**src/rtl/pfs_pkg.sv**
```systemverilog
`default_nettype none
package pfs_pkg;
    localparam int ADDR_W = 32;
    localparam int CNT_W  = 32;

    localparam logic [1:0] KIND_FREE  = 2'd0;
    localparam logic [1:0] KIND_BAD   = 2'd1;
    localparam logic [1:0] KIND_ALLOC = 2'd2;

    localparam logic [1:0] STATUS_OK  = 2'd0;
    localparam logic [1:0] STATUS_OOM = 2'd1;
    localparam logic [1:0] STATUS_BAD = 2'd2;

    localparam logic [1:0] REG_LOWEST = 2'd0;
    localparam logic [1:0] REG_TOP    = 2'd1;

    localparam logic [ADDR_W-1:0] LOWEST_RESET = 32'h8000_0000;
    localparam logic [ADDR_W-1:0] TOP_RESET    = 32'h8800_0000;

    typedef struct packed {
        logic       valid;
        logic [1:0] kind;
    } t_cmd_ctl;
endpackage
`default_nettype wire

```
**src/rtl/pfs_front.sv**
```systemverilog
`default_nettype none
module pfs_front #(
    parameter int CPUS       = 8,
    parameter int PAGES      = 32768,
    parameter int PAGE_BYTES = 4096,
    localparam int CW = (CPUS > 1) ? $clog2(CPUS) : 1,
    localparam int IW = $clog2(PAGES),
    localparam int SH = $clog2(PAGE_BYTES)
) (
    input  wire                           i_clk,
    input  wire                           i_rst_n,
    input  wire                           i_valid,
    output logic                          o_stall,
    input  wire                           i_action,
    input  wire  [2:0]                    i_cpu,
    input  wire  [pfs_pkg::ADDR_W-1:0]    i_address,
    input  wire                           i_cfg_valid,
    input  wire  [1:0]                    i_cfg_index,
    input  wire  [pfs_pkg::ADDR_W-1:0]    i_cfg_data,
    output pfs_pkg::t_cmd_ctl             o_cmd,
    output logic [CW-1:0]                 o_cmd_cpu,
    output logic [IW-1:0]                 o_cmd_idx,
    input  wire                           i_cmd_pop,
    output logic [pfs_pkg::ADDR_W:0]      o_base
);
    logic [pfs_pkg::ADDR_W-1:0] r_lowest, r_top;
    logic [1:0]    r_q_kind [2];
    logic [CW-1:0] r_q_cpu  [2];
    logic [IW-1:0] r_q_idx  [2];
    logic          r_wp, r_rp;
    logic [1:0]    r_cnt;
    logic [pfs_pkg::ADDR_W:0] w_sum, w_diff, w_pidx;
    logic [1:0]    w_kind;
    logic [CW-1:0] w_cpu;
    logic          w_push, w_pop;

    function automatic logic [CW-1:0] cpu_mod(input logic [2:0] c);
        logic [4:0] v;
        v = {2'b00, c};
        for (int k = 0; k < 4; k++) begin
            if (v >= 5'(CPUS)) v = v - 5'(CPUS);
        end
        return CW'(v);
    endfunction

    always_ff @(posedge i_clk) begin
        if (!i_rst_n) begin
            r_lowest <= pfs_pkg::LOWEST_RESET;
            r_top    <= pfs_pkg::TOP_RESET;
        end else if (i_cfg_valid) begin
            if (i_cfg_index == pfs_pkg::REG_LOWEST) r_lowest <= i_cfg_data;
            if (i_cfg_index == pfs_pkg::REG_TOP)    r_top    <= i_cfg_data;
        end
    end

    // base = lowest rounded up to a page, may reach 2^32
    assign w_sum  = {1'b0, r_lowest} + (pfs_pkg::ADDR_W+1)'(PAGE_BYTES - 1);
    assign o_base = {w_sum[pfs_pkg::ADDR_W:SH], {SH{1'b0}}};
    assign w_diff = {1'b0, i_address} - o_base;
    assign w_pidx = w_diff >> SH;
    assign w_cpu  = cpu_mod(i_cpu);

    always_comb begin
        if (i_action) begin
            w_kind = pfs_pkg::KIND_ALLOC;
        end else if (i_address[SH-1:0] != '0 || i_address < r_lowest ||
                     i_address >= r_top || {1'b0, i_address} < o_base ||
                     w_pidx >= (pfs_pkg::ADDR_W+1)'(PAGES)) begin
            w_kind = pfs_pkg::KIND_BAD;
        end else begin
            w_kind = pfs_pkg::KIND_FREE;
        end
    end

    assign o_stall = (r_cnt == 2'd2);
    assign w_push  = i_valid && !o_stall;
    assign w_pop   = i_cmd_pop && (r_cnt != 2'd0);

    always_ff @(posedge i_clk) begin
        if (!i_rst_n) begin
            r_wp  <= 1'b0;
            r_rp  <= 1'b0;
            r_cnt <= 2'd0;
        end else begin
            if (w_push) r_wp <= !r_wp;
            if (w_pop)  r_rp <= !r_rp;
            r_cnt <= r_cnt + 2'(w_push) - 2'(w_pop);
        end
    end

    always_ff @(posedge i_clk) begin
        if (w_push) begin
            r_q_kind[r_wp] <= w_kind;
            r_q_cpu[r_wp]  <= w_cpu;
            r_q_idx[r_wp]  <= w_pidx[IW-1:0];
        end
    end

    assign o_cmd.valid = (r_cnt != 2'd0);
    assign o_cmd.kind  = r_q_kind[r_rp];
    assign o_cmd_cpu   = r_q_cpu[r_rp];
    assign o_cmd_idx   = r_q_idx[r_rp];
endmodule
`default_nettype wire

```
**config.mk**
```make
export PLATFORM = sky130hd
export DESIGN_NAME = pfs_front
export DESIGN_NICKNAME = d
export VERILOG_FILES = /design/src/rtl/pfs_pkg.sv /design/src/rtl/pfs_front.sv
export SDC_FILE = /design/constraint.sdc
export NUM_CORES = 1
export LEC_CHECK = 0
export BUFFER_PORTS_ARGS = -buffer_cell sky130_fd_sc_hd__buf_4
export CAP_MARGIN = 20
export CORE_UTILIZATION = 45
export DETAILED_ROUTE_END_ITERATION = 8
export GPL_TIMING_DRIVEN = 0
export HOLD_SLACK_MARGIN = 0.1
export PLACE_DENSITY = 0.75
export SKIP_LAST_GASP = 1
export SLEW_MARGIN = 5
export SYNTH_ARGS = -nofsm -noshare
export SYNTH_HDL_FRONTEND = slang
export SYNTH_SLANG_ARGS = --single-unit
```
**constraint.sdc**
```tcl
create_clock -name i_clk -period 4.9 [get_ports i_clk]
set_input_delay 0.98 -clock i_clk [delete_from_list [all_inputs] [get_ports i_clk]]
set_output_delay 0.98 -clock i_clk [all_outputs]
set_load 0.05 [all_outputs]
```
==> summary.md <==
| Metric | Value |
|---|---|
| Outcome | finished clean |
| Avg Inst Size Synth | 8.83 µm² |
| Post-CTS Hold Fix Bufs | 0 |
| Yosys warnings | 0 |
| Worst slew margin | 25.9% |
| Worst hold path depth | 2 |
| P&R area growth vs syn | 20.8% |
| Dpl ws | 0.312 ns |
| Total die area | 0.0165 mm² |
| Critical path startpoint category | register |
| Worst Slack Setup Final | 0.335 ns |
| Max-cap viol count | 0 |
| Required time of the critical path | 4.93 ns |
| RR Startpoint | r_lowest[12] |
| Simple-gate area share of the yosys netlist | 17.2% |
| Peak supply drop | 0.182 mV |
| Hold Crit Class | reg -> reg |
| CP Max Fanout | 9 |
| Post-synthesis compound-gate area fraction | 16.7% |
| Synth Area in XOR/XNOR | 4.38% |
| Pwr dens | 317 mW/mm² |
| Fin Clk Skew | 0.0104 ns |
| DRC Markers | 0 |
| Fmax | 219 MHz |
| Io pins | 130 |
| Most frequent cells in the layout | nand2_1 (148), buf_4 (128), inv_1 (87) |
| Seq cells post-synth | 109 |
| Synth Area in Adders | 15.1% |
| CTS tree | built |
| Mux contribution to synthesized area | 3.14% |
| Vias per cell | 5.12 |
| Antenna Nets Post-Route | 0 |
| Post-synth ARST share | 0% |
| CTS H-tree lvls | 3 |
| Critical Path AT | 4.59 ns |
| Gr ovfl total | 0 |
| Share of the cycle needed by the critical path after routing | 93.2% |
| Post-DP HPWL | 14000 µm |
| Routed WL | 17500 µm |
| Ys flop type | dfxtp_1 |
| Post-cts resize count | 0 |
| DR vias | 5972 |
| Post-synth EDFFs | 40 |
| Cell count after synthesis | 813 |
| CP Capture Type | register |
| Final setup fails | 0 |
| Clock Path Buffers | 2 |
| Clock latency on the worst-skew pair | 0.36 ns |
| Worst Tran Pin Value | 1.11 ns |
| Hold WS | 0.465 ns |
| Layout cell share with drive strength beyond 1 | 18.7% |
| Antenna violations before repair | 0 |
| Drt pass-1 iters | 5 |
| RSZ-0062 raised after global routing | no |
| Cts bufs inserted | 9 |
| Core Area | 0.0154 mm² |
| Hold EP | r_top[2] |
| Most common cell after layout, fill and taps aside | nand2_1 |
| Worst R2R End | r_q_kind[1][0] |
| Final net count | 1112 |
| Die Height | 128 µm |
| WL/cell | 15.0 µm |
| Crit Path Category | reg -> reg |
| Gpl congestion | 0.881 |
| Worst Hold Launch | r_top[2] |
| Std cell rows | 45 |
| Reg2reg path depth | 14 |
| First-pass GRT wire length | 27700 µm |
| GR Util All Layers | 21.8% |
| Initial DRC count | 333 |
| Clock Tree Root | clkbuf_16 |
| Clock Sink Count | 109 |
| Synthesized cell area | 0.00718 mm² |
| Setup TNS after final layout | 0 ns |
| Max-slew violations | 0 |
| Pleak | 3.50 nW |
| Setup Buffers After CTS | 0 |
| Sequential-to-total area share from yosys stat | 36.0% |
| Clk slew on worst S/H paths | 0.07 ns |
| Pin count of the biggest net entering global routing | 21 |
| DIE WIDTH | 128 µm |
| Distinct cells, synth | 61 |
| Largest family of logic cells by synthesized area | simple AND/OR/NAND/NOR gates |
| Diodes inserted | 0 |
| FF-to-FF setup slack | 0.33 ns |
| Min Tclk post-route | 4.57 ns |
| PortBufs | 116 |
| Vias in the first global route | 5647 |
| Initial Util | 46.7% |
| Hold Violations, Final | 0 |
## cells by family (layout without fill, tap and decap cells)
logic type / after synthesis / count (layout)
other cells: 1 / 12
xor+xnor: 35 / 35
compound gates: 173 / 173
buf+inv: 130 / 262
flops: 109 / 109
fa+ha+maj: 86 / 86
mux: 20 / 20
simple gates: 259 / 259
## per-stage QoR
| stage | instance area (µm²) | utilization [%] | power (mW) | cells |
|---|---|---|---|---|
| after global routing | 8670 | 56.4 | 2.88 | 1167 |
| after floorplan | 7220 | - | 1.74 | 824 |
| after CTS | 8670 | 56.4 | 2.76 | 1168 |
| after detailed placement | 8370 | 54.4 | 2.02 | 1152 |
| after global placement | 8350 | 54.3 | 2.00 | 1151 |
| final | 8670 | 56.4 | 2.74 | 1167 |
## worst max-delay path by stage
stage,start,endpoint,cells past startpoint,slack [ns]
finish,r_lowest[12],r_q_kind[1][0],14,0.33
global route,r_lowest[13],r_q_kind[1][0],14,0.03
CTS,r_lowest[12],r_q_kind[1][0],15,0.26
detailed placement,r_lowest[12],r_q_kind[1][0],15,0.31
global placement,r_lowest[12],r_q_kind[1][0],15,0.34
floorplan,r_lowest[12],r_q_kind[0][0],15,0.36
## per-layer routing
layer,vias to the layer above,GRT usage (%),wire length [µm]
li1,3072,-,-
met1,2721,28.5,8130
met3,20,3.63,911
met5,-,0,0
met2,159,36.8,8150
met4,0,6.64,304
## cell usage after synthesis, drive strengths merged, types with 2 or more instances
cell       n  area share, %
a2111oi    5           0.70
a211oi     5           0.52
a21boi    61            6.4
a21o      18            1.9
a21oi     36            2.5
a31o       2           0.24
a31oi      2           0.17
a41oi      2           0.24
and2       8           0.70
and3       2           0.17
buf       13            1.3
clkbuf    27            1.4
dfxtp     69             19
edfxtp    40             17
ha        85             15
inv       90            4.7
mux2      20            3.1
nand2    148            7.7
nand2b     4           0.35
nand3     15            1.1
nand3b     2           0.21
nand4     22            1.9
nor2      20            1.0
nor2b      6           0.52
nor3       8           0.56
nor3b      5           0.52
nor4       7           0.82
o211ai     6           0.63
o21a       7           0.73
o21ai     16            1.1
o21bai     6           0.63
or2        3           0.26
or4        3           0.37
xnor2     31            3.9
xor2       4           0.49
## area by class of cell
class,instances,area [µm²]
inverters,90,340
fillers,1416,6700
multi-input cells,585,4100
well taps,211,264
flip-flops and latches,109,2580
clock buffers,10,239
repair buffers,117,886
clock inverters,6,61.3
plain buffers,39,193
## state kept, by name, indices dropped and copies added, names as in the netlist, named ones only
| signal | flops |
|---|---|
| r_top | 32 |
| r_rp | 1 |
| r_cnt | 2 |
| r_q_kind | 4 |
| r_lowest | 32 |
| r_wp | 1 |
| r_q_cpu | 6 |
| r_q_idx | 30 |
## power breakdown
| part | switching [mW] | leakage, nW | internal [mW] |
|---|---|---|---|
| Combinational | 0.585 | 2.42 | 0.350 |
| Clock | 0.334 | 0.146 | 0.409 |
| Sequential | 0.0309 | 0.935 | 1.03 |
| Total | 0.950 | 3.50 | 1.79 |
## critical path, cell delays in order, from the launching register on
cell and delay [ns]:
dfxtp_1 0.40, inv_2 0.06, or4_4 0.56, nor4b_4 0.40
nand4_1 0.24, xnor2_1 0.29, inv_1 0.08, ha_1 0.45
nor2b_1 0.08, a2111oi_0 0.42, nand4_1 0.14, a2111oi_1 0.41
o211ai_1 0.16, nor4_1 0.26, a41oi_1 0.28
Power figures use the tool's default switching activity.
